--- config.mk ---
export PLATFORM = sky130hd
export DESIGN_NAME = ila_cell
export DESIGN_NICKNAME = d
export VERILOG_FILES = /design/src/hw/rtl/ila_pkg.sv /design/src/hw/rtl/ila_cell.sv
export SDC_FILE = /design/constraint.sdc
export NUM_CORES = 1
export LEC_CHECK = 0
export ABC_CLOCK_PERIOD_IN_PS = 3000
export BUFFER_PORTS_ARGS = -buffer_cell sky130_fd_sc_hd__buf_2
export CORE_ASPECT_RATIO = 0.7
export CORE_UTILIZATION = 35
export CTS_CLUSTER_DIAMETER = 120
export CTS_CLUSTER_SIZE = 28
export DETAILED_ROUTE_END_ITERATION = 10
export GPL_TIMING_DRIVEN = 0
export PLACE_DENSITY = 0.63
export SYNTH_ARGS = -nofsm -noshare
export SYNTH_HDL_FRONTEND = slang
export SYNTH_SLANG_ARGS = --single-unit
--- constraint.sdc ---
create_clock -name i_clk -period 3 [get_ports i_clk]
set_input_delay 0.45 -clock i_clk [delete_from_list [all_inputs] [get_ports i_clk]]
set_output_delay 0.45 -clock i_clk [all_outputs]
set_load 0.02 [all_outputs]
--- src/hw/rtl/ila_pkg.sv ---
// ----------------------------------------------------------------------------
// ila_pkg
// Shared types and constants of the interval list allocator.
// ----------------------------------------------------------------------------
`default_nettype none

package ila_pkg;

    localparam int MAX_ENTRIES_DEF = 512;
    localparam int MEM_SIZE        = 1024;

    localparam logic       MODE_ALLOC = 1'b0;
    localparam logic       MODE_FREE  = 1'b1;

    localparam logic [1:0] ST_OK       = 2'd0;
    localparam logic [1:0] ST_NO_ENTRY = 2'd1;
    localparam logic [1:0] ST_NO_MEM   = 2'd2;
    localparam logic [1:0] ST_BAD_FREE = 2'd3;

    typedef struct packed {
        logic        mode;
        logic [10:0] alloc_size;
        logic [9:0]  free_address;
    } t_in;

    typedef struct packed {
        logic [1:0] status;
        logic [9:0] block_address;
        logic [9:0] live_count;
    } t_out;

    // one candidate travelling round the ring
    typedef struct packed {
        logic [10:0] cs;      // candidate start (end of its origin entry)
        logic [11:0] ce;      // candidate end
        logic [10:0] ostart;  // start of the origin entry
        logic        live;
        logic        match;   // origin start equals free address
        logic        ovl;     // overlaps some live entry
    } t_ring;

    typedef struct packed {
        logic        load;
        logic        shift;
        logic [10:0] size;
        logic [9:0]  addr;
        logic [10:0] wr_start;
        logic [10:0] wr_end;
    } t_cell_ctl;

    typedef enum logic [1:0] {
        S_IDLE,
        S_ROT,
        S_SCAN,
        S_RES
    } t_state;

endpackage

`default_nettype wire

--- src/hw/rtl/ila_cell.sv ---
// ----------------------------------------------------------------------------
// ila_cell
// One table entry plus one slot of the candidate ring.
// ----------------------------------------------------------------------------
`default_nettype none

module ila_cell
    import ila_pkg::*;
#(
    parameter bit IS_HEAD = 1'b0
) (
    input  wire             i_clk,
    input  wire t_cell_ctl  i_ctl,
    input  wire             i_live,
    input  wire             i_wr,
    input  wire t_ring      i_ring,
    output t_ring           o_ring
);

    logic [10:0] r_start;
    logic [10:0] r_end;
    t_ring       r_ring;
    t_ring       n_ring;

    always_comb begin
        n_ring = r_ring;
        if (i_ctl.load) begin
            if (IS_HEAD) begin
                // the candidate at address zero
                n_ring.cs     = 11'd0;
                n_ring.ce     = {1'b0, i_ctl.size};
                n_ring.ostart = 11'd0;
                n_ring.live   = 1'b1;
                n_ring.match  = 1'b0;
            end else begin
                n_ring.cs     = r_end;
                n_ring.ce     = {1'b0, r_end} + {1'b0, i_ctl.size};
                n_ring.ostart = r_start;
                n_ring.live   = i_live;
                n_ring.match  = i_live && (r_start == {1'b0, i_ctl.addr});
            end
            n_ring.ovl = 1'b0;
        end else if (i_ctl.shift) begin
            n_ring     = i_ring;
            n_ring.ovl = i_ring.ovl | (i_live && (i_ring.cs < r_end) &&
                                       ({1'b0, r_start} < i_ring.ce));
        end
    end

    always_ff @(posedge i_clk) begin
        r_ring <= n_ring;
        if (i_wr) begin
            r_start <= i_ctl.wr_start;
            r_end   <= i_ctl.wr_end;
        end
    end

    assign o_ring = r_ring;

endmodule

`default_nettype wire

==> flow_summary.toml <==
[outcome]
status = "finished, final reports clean"

[routing]
ant_nets = 0
initialDrtViolationCount = 151
post-route-drc-count = 0
dr.pass1.iters = 5
num_vias = 2653
wl_um = 8870
wl_per_cell_um = 16.7
viasPerCell = 5.00

[sta]
drv_slew = 0
tns_ns = 0
max_slew.worst_pin.slew_ns = 0.888
rsz0062_at_grt = "no"
skew_ns = 0.00709
setup_viol = 0
finalHoldViolations = 0
relSlewSlack = 0.408
min_period_over_period = 0.787
layout_min_cycle_time_ns = 2.36
max_freq_mhz = 424

[setup_path]
startpoint_type = "flop"
cp.required_ns = 3.06
rr_worst_depth = 7
crit_slowest_cell = "a2111o_1"
critPathMaxStageDelay_ns = 0.45
ff2ff_setup_slack_ns = 0.64
timing.setup.critical_path_class = "flop to flop"
end_kind = "flop"
arrival_ns = 2.42
path_cells = "ha_1 > buf_6 > a2111o_1 > a31oi_2 > o21ai_1 > or2_0 > a32o_1"
crit_path_max_fanout = 7

[layout]
final_cell_mix = "buf_2, edfxtp_1, ha_1"
finalNetCount = 520
stdcell_area_um2 = 4300
diodes = 0
drive_gt1_frac = 0.334
area_growth_pct = 30.8
fillers = 891
final_common_cell = "buf_2"

[floorplan]
initial_core_util = 0.361
coreArea_um2 = 9110
die_area_um2 = 9790
pin_count = 122
rows = 29
die_w_um = 118
die_h_um = 83.1

[cts]
cts-resized-gates = 0
clk_pin_slew_ns = 0.05
cts.path.max_buffers = 2
cts_htree_levels = 3
numCtsBuffers = 9
postCtsSetupBuffers = 0
ctsHoldBuffers = 0
clk_latency_ns = 0.32
clock-root-buffer = "clkbuf_16"
cts_tree = "done"
numClockSinks = 59

[placement]
post-dp-hpwl_um = 6830
place_area_um2 = 4050
gp_congestion = 0.901
io_buffers = 121

[yosys]
synth_edf_count = 58
yosysSeqAreaShare = 0.536
synth_cells = 271
avgSynthCellArea_um2 = 12.1
netlist_area_um2 = 3290
synthFlopType = "edfxtp_1"
ys_ff_latch = 59
yosys_warnings = 0
ys_types = 42
synth_nets = 388
async_flop_share = 0

[pwr]
power_density_nw_per_um2 = 570
total_power_mw = 2.45
p_leak_nw = 1.97
peakVddDrop_mv = 0.320

[min_path]
hp-class = "input port to flop"
min_delay_path_depth = 1

[grt]
grt_max_degree = 37
grt_pass1_vias = 2648
grt_pass1_wl_um = 14000
grt_overflow_total = 0
grt_usage = 0.193
antenna_found_initial = 1

[flow_run]
drv_cap = 0
## layer usage
metal	part of all wire	global-route usage	vias to the layer above
met3	0.076	0.0680	7
li1	-	-	1302
met5	0	0	-
met1	0.51	0.281	1222
met2	0.40	0.265	122
met4	0.0096	0.0606	0
## worst paths after layout
kind / from / to
worst max-delay path: r_end[4] / o_ring[22]
worst max register to register: r_end[4] / o_ring[22]
worst min register to register: o_ring[0] / o_ring[0]
worst min-delay path: i_ctl[17] / r_start[6]
## cell usage after synthesis, types with 2 or more instances
cell type | instances | area [µm²]
o21ai_1 | 7 | 35.0
xnor2_1 | 8 | 70.1
nand2_1 | 17 | 63.8
a31oi_1 | 2 | 12.5
nand2b_1 | 2 | 12.5
o211ai_1 | 3 | 22.5
o21bai_1 | 2 | 15.0
nor2b_1 | 2 | 12.5
nor2_1 | 8 | 30.0
a21o_1 | 7 | 52.6
a21oi_1 | 15 | 75.1
xor2_1 | 7 | 61.3
nand3b_1 | 5 | 37.5
nor4_1 | 2 | 12.5
nand3_1 | 5 | 25.0
nand4b_1 | 2 | 17.5
inv_1 | 24 | 90.1
a211oi_1 | 2 | 15.0
ha_1 | 31 | 388
nand4_1 | 3 | 18.8
a22o_1 | 28 | 245
edfxtp_1 | 58 | 1740
o21ai_0 | 4 | 20.0
clkbuf_1 | 9 | 33.8
## state kept, by name, indices dropped and copies added (netlist names)
signal and count:
r_start 11, o_ring 37, r_end 11
## worst max-delay path: cells and delay by family, from the launching register on
family	cells	cell delay [ns]
AO/OA/AOI/OAI	4	1.02
buffers and inverters	1	0.14
AND/OR/NAND/NOR	1	0.21
flip-flops	1	0.43
adder cells (fa/ha/maj)	1	0.32
## where the power goes
part,switching [mW],internal [mW],leakage [nW]
logic,0.296,0.217,1.24
registers,0.0454,1.01,0.605
clock network,0.337,0.545,0.127
total,0.679,1.77,1.97
## cell families after synthesis
| family | count (synthesis) | synth area share |
|---|---|---|
| AO/OA/AOI/OAI | 80 | 0.178 |
| XOR/XNOR | 15 | 0.0400 |
| adder cells (fa/ha/maj) | 32 | 0.124 |
| buffers and inverters | 34 | 0.0411 |
| flip-flops | 59 | 0.536 |
| multiplexers | 1 | 0.00304 |
| AND/OR/NAND/NOR | 50 | 0.0776 |
## layout make-up
| type | count | area, µm² | area share |
|---|---|---|---|
| tap | 124 | 155 | 0.0361 |
| clock inverter | 4 | 18.8 | 0.00436 |
| inverter | 24 | 90.1 | 0.0209 |
| sequential | 59 | 1760 | 0.410 |
| multi-input combinational | 178 | 1390 | 0.324 |
| clock buffer | 11 | 233 | 0.0541 |
| timing repair buffer | 121 | 606 | 0.141 |
| buffer | 10 | 45.0 | 0.0105 |
## stage by stage
step	setup slack, ns	util	instances	hold slack [ns]
CTS	0.657	0.472	531	0.289
floorplan	0.769	-	271	0.549
global route	0.520	0.472	531	0.284
detailed placement	0.530	0.445	516	0.608
finish	0.639	0.472	531	0.302
global placement	0.246	0.445	516	0.598
(Power assumes the default switching activity.)
